[config.mk]
export PLATFORM = sky130hd
export DESIGN_NAME = kiss_frame_receiver
export DESIGN_NICKNAME = d
export VERILOG_FILES = /design/src/kfr_pkg.sv /design/src/kfr_front.sv /design/src/kfr_fifo.sv /design/src/kfr_back.sv /design/src/kiss_frame_receiver.sv
export SDC_FILE = /design/constraint.sdc
export NUM_CORES = 1
export LEC_CHECK = 0
export ABC_AREA = 1
export BUFFER_PORTS_ARGS = -buffer_cell sky130_fd_sc_hd__buf_4
export CORE_UTILIZATION = 40
export DETAILED_ROUTE_END_ITERATION = 10
export PLACE_DENSITY_LB_ADDON = 0.05
export SLEW_MARGIN = 30
export SYNTH_ARGS = -nofsm -noshare
export SYNTH_HDL_FRONTEND = slang
export SYNTH_SLANG_ARGS = --single-unit
[constraint.sdc]
create_clock -name clk -period 4.5 [get_ports clk]
set_input_delay 0.9 -clock clk [delete_from_list [all_inputs] [get_ports clk]]
set_output_delay 0.9 -clock clk [all_outputs]
set_load 0.02 [all_outputs]
[src/kfr_pkg.sv]
`timescale 1ns / 1ps
// ----------------------------------------------------------------------------
// kfr_pkg: shared types and constants of the KISS frame receiver
// Symbol codes, command and result codes, setting reset values and the
// request token that travels from the front classifier to the back end.
// ----------------------------------------------------------------------------
package kfr_pkg;

  localparam int IDX_W   = 10;
  localparam int Q_DEPTH = 2;

  // Framing symbols on the host link
  localparam logic [7:0] SYM_FEND  = 8'hC0;
  localparam logic [7:0] SYM_FESC  = 8'hDB;
  localparam logic [7:0] SYM_TFEND = 8'hDC;
  localparam logic [7:0] SYM_TFESC = 8'hDD;

  // Command nibble codes
  localparam logic [3:0] OP_DATA     = 4'd0;
  localparam logic [3:0] OP_TXDELAY  = 4'd1;
  localparam logic [3:0] OP_PERSIST  = 4'd2;
  localparam logic [3:0] OP_SLOT     = 4'd3;
  localparam logic [3:0] OP_TAIL     = 4'd4;
  localparam logic [3:0] OP_DUPLEX   = 4'd5;
  localparam logic [3:0] OP_HARDWARE = 4'd6;

  // Result kinds
  localparam logic [2:0] K_BYTE = 3'd0;
  localparam logic [2:0] K_DATA = 3'd1;
  localparam logic [2:0] K_CMD  = 3'd2;
  localparam logic [2:0] K_HW   = 3'd3;
  localparam logic [2:0] K_ERR  = 3'd4;

  // Link setting reset values
  localparam logic [7:0] TXDELAY_RST = 8'd50;
  localparam logic [7:0] PERSIST_RST = 8'd63;
  localparam logic [7:0] SLOT_RST    = 8'd10;
  localparam logic [7:0] TAIL_RST    = 8'd2;

  typedef enum logic [1:0] {
    TOK_BYTE,
    TOK_FRAME,
    TOK_ERR
  } tok_kind_t;

  // One request from front to back
  typedef struct packed {
    tok_kind_t        kind;
    logic [7:0]       data_byte;
    logic [IDX_W-1:0] byte_index;
    logic [7:0]       first_byte;
    logic [7:0]       param_byte;
    logic             too_long;
    logic             no_param;
  } kfr_tok_t;

endpackage

[src/kfr_front.sv]
`timescale 1ns / 1ps
// ----------------------------------------------------------------------------
// kfr_front: byte classifier
// Tracks framing and escapes, holds the stored count and the first two
// bytes, and emits one request per byte that yields a result.
// ----------------------------------------------------------------------------
module kfr_front #(
  parameter int MAX_FRAME   = 1024,
  parameter int MAX_PAYLOAD = 1016
) (
  input  logic              clk,
  input  logic              rst_n,
  input  logic              accept,
  input  logic [7:0]        host_byte,
  output logic              tok_valid,
  output kfr_pkg::kfr_tok_t tok
);
  import kfr_pkg::*;

  localparam int CW = $clog2(MAX_FRAME);
  localparam logic [CW-1:0] LIMIT = CW'(MAX_FRAME - 1);

  typedef enum logic [1:0] {
    PH_IDLE,
    PH_FRAME,
    PH_ESC
  } phase_t;

  phase_t        phase_r, phase_nxt;
  logic [CW-1:0] count_r, count_nxt;
  logic [7:0]    first_r, first_nxt;
  logic [7:0]    second_r, second_nxt;
  logic          store_req;
  logic [7:0]    store_val;
  logic [7:0]    held_param;

  assign held_param = (count_r >= CW'(2)) ? second_r : 8'd0;

  always_comb begin
    phase_nxt  = phase_r;
    count_nxt  = count_r;
    first_nxt  = first_r;
    second_nxt = second_r;
    store_req  = 1'b0;
    store_val  = host_byte;
    tok_valid  = 1'b0;
    tok.kind       = TOK_ERR;
    tok.data_byte  = 8'd0;
    tok.byte_index = IDX_W'(count_r - CW'(1));
    tok.first_byte = first_r;
    tok.param_byte = held_param;
    tok.too_long   = (32'(count_r) - 32'd1) > 32'(MAX_PAYLOAD);
    tok.no_param   = count_r < CW'(2);

    unique case (phase_r)
      PH_FRAME: begin
        if (host_byte == SYM_FEND) begin
          phase_nxt = PH_IDLE;
          count_nxt = '0;
          if (count_r != '0) begin
            tok_valid = 1'b1;
            tok.kind  = TOK_FRAME;
          end
        end else if (host_byte == SYM_FESC) begin
          phase_nxt = PH_ESC;
        end else begin
          store_req = 1'b1;
        end
      end
      PH_ESC: begin
        if (host_byte == SYM_TFEND || host_byte == SYM_TFESC) begin
          store_req = 1'b1;
          store_val = (host_byte == SYM_TFEND) ? SYM_FEND : SYM_FESC;
        end else begin
          // bad escape: report against the bytes held so far
          tok_valid = 1'b1;
          tok.kind  = TOK_ERR;
          if (count_r == '0) begin
            tok.byte_index = '0;
          end
          phase_nxt = PH_IDLE;
          count_nxt = '0;
        end
      end
      default: begin
        if (host_byte == SYM_FEND) begin
          phase_nxt  = PH_FRAME;
          count_nxt  = '0;
          first_nxt  = 8'd0;
          second_nxt = 8'd0;
        end
      end
    endcase

    if (store_req) begin
      tok_valid = 1'b1;
      if (count_r < LIMIT) begin
        tok.kind       = TOK_BYTE;
        tok.data_byte  = store_val;
        tok.byte_index = IDX_W'(count_r);
        if (count_r == '0) begin
          first_nxt      = store_val;
          tok.first_byte = store_val;
          tok.param_byte = 8'd0;
        end else if (count_r == CW'(1)) begin
          second_nxt     = store_val;
          tok.param_byte = store_val;
        end
        count_nxt = count_r + CW'(1);
        phase_nxt = PH_FRAME;
      end else begin
        // overflow: drop the frame
        tok.kind  = TOK_ERR;
        count_nxt = '0;
        phase_nxt = PH_IDLE;
      end
    end
  end

  always_ff @(posedge clk) begin
    if (!rst_n) begin
      phase_r  <= PH_IDLE;
      count_r  <= '0;
      first_r  <= 8'd0;
      second_r <= 8'd0;
    end else if (accept) begin
      phase_r  <= phase_nxt;
      count_r  <= count_nxt;
      first_r  <= first_nxt;
      second_r <= second_nxt;
    end
  end

endmodule

[src/kfr_fifo.sv]
`timescale 1ns / 1ps
// ----------------------------------------------------------------------------
// kfr_fifo: request queue
// Short first-in first-out queue of requests between front and back.
// ----------------------------------------------------------------------------
module kfr_fifo (
  input  logic              clk,
  input  logic              rst_n,
  input  logic              push,
  input  kfr_pkg::kfr_tok_t push_data,
  output logic              full,
  input  logic              pop,
  output kfr_pkg::kfr_tok_t pop_data,
  output logic              empty
);
  import kfr_pkg::*;

  localparam int PW = $clog2(Q_DEPTH);
  localparam int NW = $clog2(Q_DEPTH + 1);

  kfr_tok_t      mem_r [Q_DEPTH];
  logic [PW-1:0] wr_ptr_r, rd_ptr_r;
  logic [NW-1:0] fill_r;
  logic          do_push, do_pop;

  assign full     = fill_r == NW'(Q_DEPTH);
  assign empty    = fill_r == '0;
  assign do_push  = push && !full;
  assign do_pop   = pop && !empty;
  assign pop_data = mem_r[rd_ptr_r];

  always_ff @(posedge clk) begin
    if (do_push) begin
      mem_r[wr_ptr_r] <= push_data;
    end
  end

  always_ff @(posedge clk) begin
    if (!rst_n) begin
      wr_ptr_r <= '0;
      rd_ptr_r <= '0;
      fill_r   <= '0;
    end else begin
      if (do_push) begin
        wr_ptr_r <= wr_ptr_r + PW'(1);
      end
      if (do_pop) begin
        rd_ptr_r <= rd_ptr_r + PW'(1);
      end
      if (do_push && !do_pop) begin
        fill_r <= fill_r + NW'(1);
      end else if (do_pop && !do_push) begin
        fill_r <= fill_r - NW'(1);
      end
    end
  end

endmodule

[src/kfr_back.sv]
`timescale 1ns / 1ps
// ----------------------------------------------------------------------------
// kfr_back: frame judge and result register
// Judges closed frames, applies link settings, counts frames and holds
// the result until the output side takes it.
// ----------------------------------------------------------------------------
module kfr_back #(
  parameter int HW_SUB_FIRST = 1,
  parameter int HW_SUB_LAST  = 13
) (
  input  logic                      clk,
  input  logic                      rst_n,
  input  logic                      tok_avail,
  input  kfr_pkg::kfr_tok_t         tok,
  output logic                      take,
  output logic                      out_valid,
  input  logic                      out_stall,
  output logic [2:0]                out_kind,
  output logic [7:0]                out_data_byte,
  output logic [kfr_pkg::IDX_W-1:0] out_byte_index,
  output logic [3:0]                out_command_code,
  output logic [7:0]                out_param_byte,
  output logic [7:0]                out_tx_delay_now,
  output logic [7:0]                out_persistence_now,
  output logic [7:0]                out_slot_time_now,
  output logic [7:0]                out_tx_tail_now,
  output logic                      out_duplex_now,
  output logic [31:0]               out_good_frames,
  output logic [31:0]               out_bad_frames
);
  import kfr_pkg::*;

  logic             valid_r;
  logic [2:0]       kind_r, kind_nxt;
  logic [7:0]       data_byte_r;
  logic [IDX_W-1:0] byte_index_r;
  logic [3:0]       cmd_r;
  logic [7:0]       param_r;
  logic [7:0]       tx_delay_r, tx_delay_nxt;
  logic [7:0]       persist_r, persist_nxt;
  logic [7:0]       slot_r, slot_nxt;
  logic [7:0]       tail_r, tail_nxt;
  logic             duplex_r, duplex_nxt;
  logic [31:0]      good_r, good_nxt;
  logic [31:0]      bad_r, bad_nxt;
  logic [3:0]       cmd;
  logic             hdr_bad;
  logic             hw_in_range;

  assign take        = tok_avail && (!valid_r || !out_stall);
  assign cmd         = tok.first_byte[3:0];
  assign hdr_bad     = (tok.first_byte[7:4] != 4'd0) || (cmd > OP_HARDWARE);
  assign hw_in_range = (tok.param_byte >= 8'(HW_SUB_FIRST))
                    && (tok.param_byte <= 8'(HW_SUB_LAST));

  always_comb begin
    kind_nxt     = K_BYTE;
    tx_delay_nxt = tx_delay_r;
    persist_nxt  = persist_r;
    slot_nxt     = slot_r;
    tail_nxt     = tail_r;
    duplex_nxt   = duplex_r;
    good_nxt     = good_r;
    bad_nxt      = bad_r;
    unique case (tok.kind)
      TOK_BYTE: kind_nxt = K_BYTE;
      TOK_FRAME: begin
        if (hdr_bad) begin
          kind_nxt = K_ERR;
        end else begin
          good_nxt = good_r + 32'd1;
          if (cmd == OP_DATA) begin
            kind_nxt = tok.too_long ? K_ERR : K_DATA;
          end else if (tok.no_param) begin
            kind_nxt = K_ERR;
          end else if (cmd == OP_HARDWARE) begin
            kind_nxt = hw_in_range ? K_HW : K_ERR;
          end else begin
            kind_nxt = K_CMD;
            unique case (cmd)
              OP_TXDELAY: tx_delay_nxt = tok.param_byte;
              OP_PERSIST: persist_nxt  = tok.param_byte;
              OP_SLOT:    slot_nxt     = tok.param_byte;
              OP_TAIL:    tail_nxt     = tok.param_byte;
              default:    duplex_nxt   = tok.param_byte != 8'd0;
            endcase
          end
        end
      end
      default: kind_nxt = K_ERR;
    endcase
    if (kind_nxt == K_ERR) begin
      bad_nxt = bad_r + 32'd1;
    end
  end

  always_ff @(posedge clk) begin
    if (!rst_n) begin
      valid_r    <= 1'b0;
      tx_delay_r <= TXDELAY_RST;
      persist_r  <= PERSIST_RST;
      slot_r     <= SLOT_RST;
      tail_r     <= TAIL_RST;
      duplex_r   <= 1'b0;
      good_r     <= 32'd0;
      bad_r      <= 32'd0;
    end else if (take) begin
      valid_r    <= 1'b1;
      tx_delay_r <= tx_delay_nxt;
      persist_r  <= persist_nxt;
      slot_r     <= slot_nxt;
      tail_r     <= tail_nxt;
      duplex_r   <= duplex_nxt;
      good_r     <= good_nxt;
      bad_r      <= bad_nxt;
    end else if (!out_stall) begin
      valid_r <= 1'b0;
    end
  end

  always_ff @(posedge clk) begin
    if (take) begin
      kind_r       <= kind_nxt;
      data_byte_r  <= tok.data_byte;
      byte_index_r <= tok.byte_index;
      cmd_r        <= cmd;
      param_r      <= tok.param_byte;
    end
  end

  assign out_valid           = valid_r;
  assign out_kind            = kind_r;
  assign out_data_byte       = data_byte_r;
  assign out_byte_index      = byte_index_r;
  assign out_command_code    = cmd_r;
  assign out_param_byte      = param_r;
  assign out_tx_delay_now    = tx_delay_r;
  assign out_persistence_now = persist_r;
  assign out_slot_time_now   = slot_r;
  assign out_tx_tail_now     = tail_r;
  assign out_duplex_now      = duplex_r;
  assign out_good_frames     = good_r;
  assign out_bad_frames      = bad_r;

endmodule

[src/kiss_frame_receiver.sv]
`timescale 1ns / 1ps
// ----------------------------------------------------------------------------
// kiss_frame_receiver: KISS host-side frame decoder
// Unescapes host bytes, reports each stored byte and judges closed frames.
// ----------------------------------------------------------------------------
// Feed raw host bytes on in_host_byte, one per clock at full rate; each byte
// is classified combinationally by the front classifier, so the sustained
// rate is one byte per clock while in_stall stays low. A byte that yields a
// result (stored byte, frame verdict, frame error) passes the two-entry
// request queue and then the result register before it shows on the
// out_ ports. Bytes outside a frame, escape prefixes, the opening FEND and
// empty frames give no result. in_stall rises only when the queue is full,
// which happens only while out_stall holds results back. Settings and frame
// counters on each result are the values after that byte. Frames longer
// than MAX_FRAME-1 stored bytes count as errors.
// ----------------------------------------------------------------------------
module kiss_frame_receiver #(
  parameter int MAX_FRAME    = 1024,
  parameter int MAX_PAYLOAD  = 1016,
  parameter int HW_SUB_FIRST = 1,
  parameter int HW_SUB_LAST  = 13
) (
  input  logic                      clk,
  input  logic                      rst_n,
  input  logic                      in_valid,
  output logic                      in_stall,
  input  logic [7:0]                in_host_byte,
  output logic                      out_valid,
  input  logic                      out_stall,
  output logic [2:0]                out_kind,
  output logic [7:0]                out_data_byte,
  output logic [kfr_pkg::IDX_W-1:0] out_byte_index,
  output logic [3:0]                out_command_code,
  output logic [7:0]                out_param_byte,
  output logic [7:0]                out_tx_delay_now,
  output logic [7:0]                out_persistence_now,
  output logic [7:0]                out_slot_time_now,
  output logic [7:0]                out_tx_tail_now,
  output logic                      out_duplex_now,
  output logic [31:0]               out_good_frames,
  output logic [31:0]               out_bad_frames
);
  import kfr_pkg::*;

  logic     in_take;
  logic     fr_tok_valid;
  kfr_tok_t fr_tok;
  logic     q_push;
  logic     q_full;
  logic     q_empty;
  logic     q_pop;
  kfr_tok_t q_head;

  // Stall the host only when the queue has no room
  assign in_stall = q_full;
  assign in_take  = in_valid && !in_stall;
  assign q_push   = in_take && fr_tok_valid;

  // Front: framing, escapes, stored count and first two bytes
  kfr_front #(
    .MAX_FRAME   (MAX_FRAME),
    .MAX_PAYLOAD (MAX_PAYLOAD)
  ) u_front (
    .clk       (clk),
    .rst_n     (rst_n),
    .accept    (in_take),
    .host_byte (in_host_byte),
    .tok_valid (fr_tok_valid),
    .tok       (fr_tok)
  );

  // Queue: decouple classifier from judge so each side stalls on its own
  kfr_fifo u_fifo (
    .clk       (clk),
    .rst_n     (rst_n),
    .push      (q_push),
    .push_data (fr_tok),
    .full      (q_full),
    .pop       (q_pop),
    .pop_data  (q_head),
    .empty     (q_empty)
  );

  // Back: judge frames, apply settings, count, hold the result
  kfr_back #(
    .HW_SUB_FIRST (HW_SUB_FIRST),
    .HW_SUB_LAST  (HW_SUB_LAST)
  ) u_back (
    .clk                 (clk),
    .rst_n               (rst_n),
    .tok_avail           (!q_empty),
    .tok                 (q_head),
    .take                (q_pop),
    .out_valid           (out_valid),
    .out_stall           (out_stall),
    .out_kind            (out_kind),
    .out_data_byte       (out_data_byte),
    .out_byte_index      (out_byte_index),
    .out_command_code    (out_command_code),
    .out_param_byte      (out_param_byte),
    .out_tx_delay_now    (out_tx_delay_now),
    .out_persistence_now (out_persistence_now),
    .out_slot_time_now   (out_slot_time_now),
    .out_tx_tail_now     (out_tx_tail_now),
    .out_duplex_now      (out_duplex_now),
    .out_good_frames     (out_good_frames),
    .out_bad_frames      (out_bad_frames)
  );

`ifndef SYNTH
  // A request must never be pushed into a full queue
  a_no_push_full: assert property (@(posedge clk) disable iff (!rst_n)
    q_push |-> !q_full)
    else $error("request pushed into full queue");

  // Every request taken by the back end shows up as a result
  a_pop_gives_result: assert property (@(posedge clk) disable iff (!rst_n)
    q_pop |=> out_valid)
    else $error("request taken without result");

  // Frame counters move only when a request is taken
  a_good_moves_on_pop: assert property (@(posedge clk) disable iff (!rst_n)
    ($past(rst_n) && out_good_frames != $past(out_good_frames)) |-> $past(q_pop))
    else $error("good frame count changed without request");

  a_bad_moves_on_pop: assert property (@(posedge clk) disable iff (!rst_n)
    ($past(rst_n) && out_bad_frames != $past(out_bad_frames)) |-> $past(q_pop))
    else $error("bad frame count changed without request");
`endif

endmodule

* After elaboration in Yosys (flattened, before gate mapping)
Memories as Yosys holds them, arrays and structs flattened. A register that Yosys moved wholly into a read port is not among the register bits. Index checks and enable logic that the tools add are counted.
Storage, ports and cells: RAM bits 76, register bits 163, memories 1, bits of input ports 12, output and inout bits 132
Memory list:
- u_fifo.mem_r | depth 2, bits a word 38, rd ports 1, clocked after memory_dff 1, write ports 1, RTL line kfr_fifo.sv:21 | kfr_tok_t mem_r [Q_DEPTH];
Cells by class: order comparisons 7, add/sub/neg operators 9, reduce and logical (&&, ||, !) cells 38, bitwise logic cells 5, multiplexer cells 63, equality and inequality tests 18
Operators by type and width (count):
- 2-to-1 mux 8 bit | 17
- 2-to-1 mux 10 bit | 8
- adder 32 x 1 -> 32 bit (second input constant) | 2
- 2-to-1 mux 36 bit | 1
- AND reduction 7 bit | 5
- 2-to-1 mux 34 bit | 1
- equality test 8 bit (second input constant) | 4
- > comparator 32 x 10 -> 1 bit (second input constant) | 1
- 2-to-1 mux 2 bit | 11
- 2-to-1 mux 3 bit | 6
- 2-to-1 mux 1 bit | 14
- subtractor 10 x 1 -> 11 bit (second input constant) | 1
- adder 10 x 1 -> 10 bit (second input constant) | 1
- equality test 10 x 1 -> 1 bit (second input constant) | 1
- >= comparator 10 x 2 -> 1 bit (second input constant) | 1
- zero test 10 bit | 1
- less-than comparator 10 bit (second input constant) | 1
- less-than comparator 10 x 2 -> 1 bit (second input constant) | 1
- nonzero test 10 bit | 1
- subtractor 10 x 1 -> 10 bit (second input constant) | 1
- equality test 4 x 2 -> 1 bit (second input constant) | 2
- equality test 4 x 3 -> 1 bit (second input constant) | 2
- >= comparator 8 x 1 -> 1 bit (second input constant) | 1
- less-or-equal comparator 8 x 4 -> 1 bit (second input constant) | 1
- 30 further kinds | 55

* Longest topological paths before layout
Gate-level depths: netlist (run 1).
word-level depth 11, gate-level depth with buffers 17

* Hierarchy
Synthesis (run 1) repeated with hierarchy kept, for this count alone.
Second synthesis, totals: cells, all modules 1467, area, all modules 12201.7 µm²
Modules (own cells, without submodules):
- kfr_back | area each 6377.4 µm², cells an instance 847, times used 1
- kfr_fifo | area each 3069.2 µm², cells an instance 156, times used 1
- kfr_front | area each 2727.6 µm², cells an instance 458, times used 1
- kiss_frame_receiver | area each 27.5 µm², cells an instance 6, times used 1

* Worst setup path before layout (run 1)
No wires, ideal clock.
path kind input -> register, from input in_host_byte[0], to memory u_fifo.mem_r[1][0] in the netlist's numbering, enable pin, data required time 4065 ps, setup time 435 ps, stages 12, path slack 674 ps, data arrival time 3392 ps, path buffers 0, cells stage by stage inv_1 -> nand2_1 -> nor2_1 -> nand2_1 -> inv_1 -> nor3_1 -> nand2_1 -> nand2_2 -> inv_2 -> nand2_1 -> nand2_1 -> nor2_1
Between the ends: longest elaborated chain between the ends 9, elaborated cells on any way between the ends 17, classes of those cells eq/ne: 4; mux: 10; reduce/logical: 3
RTL lines:
- start: declaration | RTL line kiss_frame_receiver.sv:27 | input logic [7:0] in_host_byte,
- equality test 8 bit (on tied branches) | RTL line kfr_front.sv:64, kfr_front.sv:71
- 2-to-1 mux 1 bit / logical OR 1 bit (equally long branches) | RTL line kfr_front.sv:64, kfr_front.sv:71
- 2-to-1 mux 1 bit (on tied branches) | RTL line kfr_front.sv:57, kfr_front.sv:71
- case mux 1 bit (2 select lines) | RTL line kfr_front.sv:55 | unique case (phase_r)
- 2-to-1 mux 1 bit (*) | RTL line kfr_front.sv:95 | if (store_req) begin
- logical AND 1 bit (*) | RTL line kiss_frame_receiver.sv:57 | assign q_push = in_take && fr_tok_valid;
- logical AND 1 bit (*) | RTL line kfr_fifo.sv:28 | assign do_push = push && !full;
- 2-to-1 mux 1 bit (*) | RTL line kfr_fifo.sv:33 | if (do_push) begin
- 2-to-1 mux 1 bit (not written as such) (*) | RTL line kfr_fifo.sv:34 | mem_r[wr_ptr_r] <= push_data;
- end: declaration | RTL line kfr_fifo.sv:21
Mark *: on every way between the ends. The rest lies on a longest branch, timed or not.

==> results of run 1 <==
-- cells in the mapped netlist, types with 4 or more instances --
master / n / area, µm²
nand4_1: 24 / 150
clkinv_1: 4 / 15.0
o22ai_1: 9 / 56.3
dfxtp_1: 131 / 2620
o21ai_1: 7 / 35.0
edfxtp_1: 109 / 3270
nor2_1: 137 / 514
xnor2_1: 25 / 219
nand2_1: 387 / 1450
inv_2: 8 / 30.0
inv_1: 112 / 420
nor4_1: 10 / 62.6
a21oi_1: 113 / 566
ha_1: 10 / 125
a31oi_1: 7 / 43.8
nand3_1: 95 / 475
nor3_1: 43 / 215
a211oi_1: 5 / 37.5
clkbuf_1: 28 / 105
buf_4: 10 / 75.1
xor2_1: 37 / 324
nand2_2: 6 / 37.5
o21ai_0: 55 / 275
buf_2: 11 / 55.1
-- kinds of logic after synthesis --
| group | count (synthesis) | synth area share |
|---|---|---|
| buffers and inverters | 177 | 0.0639 |
| xor gates and xnor gates | 62 | 0.0474 |
| muxes | 2 | 0.00284 |
| adders and majority gates | 10 | 0.0109 |
| and+or+nand+nor | 720 | 0.267 |
| DFF | 240 | 0.514 |
| AOI/OAI and AO/OA | 203 | 0.0932 |
-- layout by cell type, fill, tap and decap left out, types with 6 or more instances in the layout --
| master | Yosys | final |
|---|---|---|
| ha_1 | 10 | 10 |
| inv_2 | 8 | 8 |
| nor2_1 | 137 | 135 |
| nand2_2 | 6 | 6 |
| nor3_1 | 43 | 43 |
| clkbuf_16 | 0 | 29 |
| nand2_1 | 387 | 387 |
| o22ai_1 | 9 | 9 |
| xor2_1 | 37 | 37 |
| dfxtp_1 | 131 | 131 |
| clkinv_2 | 0 | 7 |
| buf_4 | 10 | 155 |
| clkinv_1 | 4 | 9 |
| xnor2_1 | 25 | 25 |
| a31oi_1 | 7 | 7 |
| o21ai_1 | 7 | 7 |
| inv_1 | 112 | 111 |
| nand4_1 | 24 | 24 |
| a21oi_1 | 113 | 113 |
| nand3_1 | 95 | 95 |
| o21ai_0 | 55 | 55 |
| nor4_1 | 10 | 10 |
| edfxtp_1 | 109 | 109 |
-- stage by stage --
| stage | power, µW | setup WS, ns | cell area, µm² |
|---|---|---|---|
| finish | 6240 | 1.49 | 13700 |
| global route | 6550 | 1.10 | 13700 |
| CTS | 6310 | 1.46 | 13700 |
| detailed placement | 4110 | 0.972 | 12800 |
| global placement | 4100 | 1.04 | 12800 |
| floorplan | 3610 | 0.674 | 11500 |
-- sequential cells by signal (all words and copies together), names as in the netlist, 2 cells and up, named ones only --
register	cells
u_back.out_byte_index	10
u_back.out_data_byte	8
u_back.out_slot_time_now	8
u_front.first_r	8
u_front.second_r	8
u_back.out_good_frames	32
u_fifo.fill_r	2
u_back.out_tx_delay_now	8
u_back.out_bad_frames	32
u_back.out_kind	3
u_front.phase_r	2
u_fifo.mem_r	76
u_back.out_persistence_now	8
u_back.out_tx_tail_now	8
u_front.count_r	10
u_back.out_command_code	4
u_back.out_param_byte	8
-- path summary, 6_finish.rpt --
kind | from | to | cells after the start
max reg2reg | flop | u_back.out_bad_frames[4] | 14
max | flop | u_back.out_bad_frames[4] | 14
min | u_fifo.rd_ptr_r | u_fifo.rd_ptr_r | 1
min reg2reg | u_fifo.rd_ptr_r | u_fifo.rd_ptr_r | 1
-- worst max-delay path: stages (launching register included) --
cell     delay (ns)
dfxtp_1        0.32
inv_2          0.45
nand2_1        0.11
nand2_1        0.34
nor2_1         0.10
nand2_1        0.08
nor2_1         0.04
nand2_1        0.12
nand3_1        0.09
nand2_1        0.08
nand2_2        0.06
nand2_4        0.30
nand2_2        0.48
nand2_1        0.18
a21oi_1        0.08
-- power breakdown --
part / internal [µW] / switching (µW)
registers: 2560 / 81.0
logic: 395 / 1020
clock network: 1290 / 897
-- layout make-up --
cell class,count,area [µm²]
Sequential cell,240,5900
Inverter,124,468
Fill cell,2775,14300
Timing Repair Buffer,155,1160
Clock inverter,15,101
Clock buffer,37,796
Tap cell,378,473
Multi-Input combinational cell,997,4850
-- metal layers --
metal  up-vias  GRT usage  share of wire
met3        48     0.0364          0.049
met4         0     0.0547          0.021
met5         -          0              0
met1      4574      0.297           0.47
met2       215      0.343           0.46
li1       4958          -              -
==> flow_summary.toml, run 1 <==
[detailed_routing]
post-route-drc-count = 0
vias = 9795
viasPerCell = 5.03
post_drt_wl_per_cell_um = 15.9
postRouteAntennaNets = 0
routed_wl_mm = 31.0
drt-pass1-iter-count = 7
drt_first_iter_violations = 698

[cts]
htree_levels = 1
post_cts_buffers = 0
path_clk_slew_ns = 0.06
clockBufferDepth = 3
clkLatencyLatePin_ns = 0.54
tritoncts = "done"
root_buffer = "clkbuf_16"
cts_buffers = 28
cts_resized = 0
clock-sinks = 240
holdBufCountCts = 0

[yosys]
synth-edff-count = 109
ys_seq_area_frac = 0.514
async_flop_share = 0
synth_area_um2 = 11500
syn_avg_cell_area_um2 = 8.11
synthFlopType = "dfxtp_1"
synth_cell_type_count = 44
yosysWarningCount = 0
syn-num-nets = 1436
synth_seq_cells = 240
syn_inst = 1414

[floorplanning]
die_w_um = 171
core_um2 = 28000
fp.dieH_um = 171
die-area_um2 = 29300
initial_core_util = 0.409
rows = 61
pin_count = 144

[placed_design]
io_buffers = 143
hpwl_mm = 21.9
dp.cells = 1894
gp_congestion = 0.891

[final_layout]
finalCoreUtilization = 0.491
area_growth_pct = 19.9
final_nets = 1568
drive_gt1_frac = 0.146
num_antenna_cells = 0
stdcell_count = 1946

[pwr]
p_leak_uw = 0.00538
power_density_nw_per_um2 = 454
ir_worst_vdd_mv = 0.299

[global_routing]
overflow = 0
antenna_found_initial = 0
grt_max_degree = 56
grt_pass1_wl_mm = 49.3
grt_pass1_vias = 9264
grt_usage = 0.214

[timing]
hold_viol = 0
fmax_mhz = 333
fin_worst_skew_ns = 0.0123
period_needed_ns = 3.01
setup_viol = 0
setup_tns_ns = 0
fin_crit_sh = 0.668
maxSlewHeadroom = 0.496
rsz0062_at_grt = "false"
slew_viol_final = 0
whs_ns = 0.454
worst_pin_slew_ns = 0.748

[setup_path]
start_kind = "flop"
path_class = "flop to flop"
arrival_ns = 3.41
critPathCaptureType = "flop"
r2r_slack_ns = 1.49
cp_data_required_time_ns = 4.91
path_max_fanout = 35

[run]
maxCapViolations = 0

[run_status]
status = "finished clean"

[hold_path]
hp-class = "flop to flop"
(Power assumes the default switching activity.)
==> inputs of run 2 (changes only) <==
==> constraint.sdc (replaced) <==
create_clock -name clk -period 2.7 [get_ports clk]
set_input_delay 0.54 -clock clk [delete_from_list [all_inputs] [get_ports clk]]
set_output_delay 0.54 -clock clk [all_outputs]
set_load 0.02 [all_outputs]
==> flow_summary.toml, run 2 (synthesis results as in run 1) <==
[run_status]
status = "finished clean"

[timing]
fin_ws_ns = 0.293
fin_worst_skew_ns = 0.00952
period_needed_ns = 2.41
fin_crit_sh = 0.892
fmax_mhz = 415
worst_pin_slew_ns = 0.775
rsz0062_at_grt = "false"
setup_viol = 0
whs_ns = 0.295
hold_viol = 0
slew_viol_final = 0
maxSlewHeadroom = 0.483

[cts]
cts_buffers = 27
root_buffer = "clkbuf_16"
tritoncts = "done"
clockBufferDepth = 3
clkLatencyLatePin_ns = 0.54
holdBufCountCts = 0
htree_levels = 1
clock-sinks = 240
path_clk_slew_ns = 0.06

[global_routing]
grt_usage = 0.210
overflow = 0
grt_max_degree = 75
grt_pass1_wl_mm = 48.9
antenna_found_initial = 0
grt_pass1_vias = 9189

[detailed_routing]
postRouteAntennaNets = 0
drt_first_iter_violations = 599
vias = 9914
routed_wl_mm = 30.7
post-route-drc-count = 0
viasPerCell = 5.00
post_drt_wl_per_cell_um = 15.5
drt-pass1-iter-count = 5

[floorplanning]
rows = 61
fp.dieH_um = 171
core_um2 = 28000
pin_count = 144
initial_core_util = 0.409
die-area_um2 = 29300
die_w_um = 171

[final_layout]
largest_reg_flops = 76
area_growth_pct = 22.7
multi_input_area_um2 = 4860
top_register = "u_fifo.mem_r"
final_cell_mix = "386 x nand2_1, 190 x buf_4, 133 x nor2_1, 129 x dfxtp_1, 113 x a21oi_1"
seq_area_um2 = 5900
fill_cells = 2736
num_antenna_cells = 0
layout_commonest_cell = "nand2_1"
final_nets = 1606
drive_gt1_frac = 0.169

[hold_path]
hp-class = "input pin to flop"
holdCritStartpoint = "out_stall"

[pwr]
p_leak_uw = 0.00559
sw_frac_of_total = 0.316
clock_power_share = 0.341
internal-power_uw = 7120
finalPower_uw = 10400
switchingPower_uw = 3280
p_comb_frac = 0.236
seqPwrFrac = 0.423
power_density_nw_per_um2 = 740
ir_worst_vdd_mv = 0.501

[setup_path]
crit_chain = "inv_1, ha_1, nor3_1, nand2_1, nand2_2, inv_2, buf_4, nand3_1, nand2_1, inv_2, nand2_1, a21oi_1"
reg2reg_from = "u_front.phase_r[0]"
path_class = "flop to flop"
critPathBufInv = 4
crit_top_cell = "nand2_1"
arrival_ns = 2.88
cp_top_family = "simple AND/OR/NAND/NOR gates"
slowest_delay_ns = 0.36
startpoint = "u_front.phase_r[0]"
crit_slowest_cell = "ha_1"
cp_data_required_time_ns = 3.17
path_max_fanout = 15
critPathCaptureType = "flop"
start_kind = "flop"

[run]
maxCapViolations = 0

[placed_design]
hpwl_mm = 22.1
place_ws_ns = 0.0860
gp_congestion = 0.868
io_buffers = 143
[run 2: cell count changes in the layout (fill, tap and decap cells not counted), sizes merged]
cell      delta
clkinv       -4
clkinvlp     +1
clkbuf       +1
buf         +39
[run 2: path summary, 6_finish.rpt]
path / slack [ns] / to / cells after the start
max: 0.29 / u_front.count_r[3] / 12
min: 0.29 / u_back.out_valid / 3
max reg2reg: 0.29 / u_front.count_r[3] / 12
min reg2reg: 0.46 / u_fifo.rd_ptr_r / 1
[run 2: layout make-up]
type	instances	area share
flip-flops and latches	240	0.419
multi-input cells	997	0.346
repair buffers	194	0.107
clock buffers	38	0.0552
well taps	378	0.0336
inverters	124	0.0331
clock inverters	12	0.00614
[run 2: layer usage]
| metal | routed length [µm] | up-vias | GRT usage |
|---|---|---|---|
| met1 | 14500 | 4600 | 0.292 |
| met4 | 527 | 0 | 0.0454 |
| met5 | 0 | - | 0 |
| met2 | 14200 | 225 | 0.346 |
| met3 | 1530 | 39 | 0.0295 |
| li1 | - | 5050 | - |
[run 2: worst register-to-register path, cell delays in order (launching register included)]
cell and delay [ns]:
dfxtp_1 0.35, inv_1 0.05, ha_1 0.36, nor3_1 0.29, nand2_1 0.10, nand2_2 0.11
inv_2 0.04, buf_4 0.18, nand3_1 0.14, nand2_1 0.30, inv_2 0.23, nand2_1 0.07
a21oi_1 0.12
[run 2: power by group through the flow]
stage	logic [µW]	clock network, µW	registers, µW
6_report	2450	3550	4400
5_1_grt	2730	3790	4440
4_1_cts	2480	3640	4400
3_5_place_dp	2480	0	4480
3_3_place_gp	2470	0	4480
2_1_floorplan	1220	0	4790
[run 2: timing repair]
item	4_1_cts	5_1_grt
resized for setup	0	6
setup endpoints to repair	0	34
setup buffers	0	1
[run 2: metrics by stage]
stage,TNS [ns],util,cells,instance area [µm²]
after detailed placement,0,0.471,1932,13200
after global routing,0,0.502,1983,14100
final,0,0.502,1983,14100
after CTS,0,0.501,1982,14000
after floorplan,-9.93,-,1414,11500
after global placement,0,0.471,1932,13200
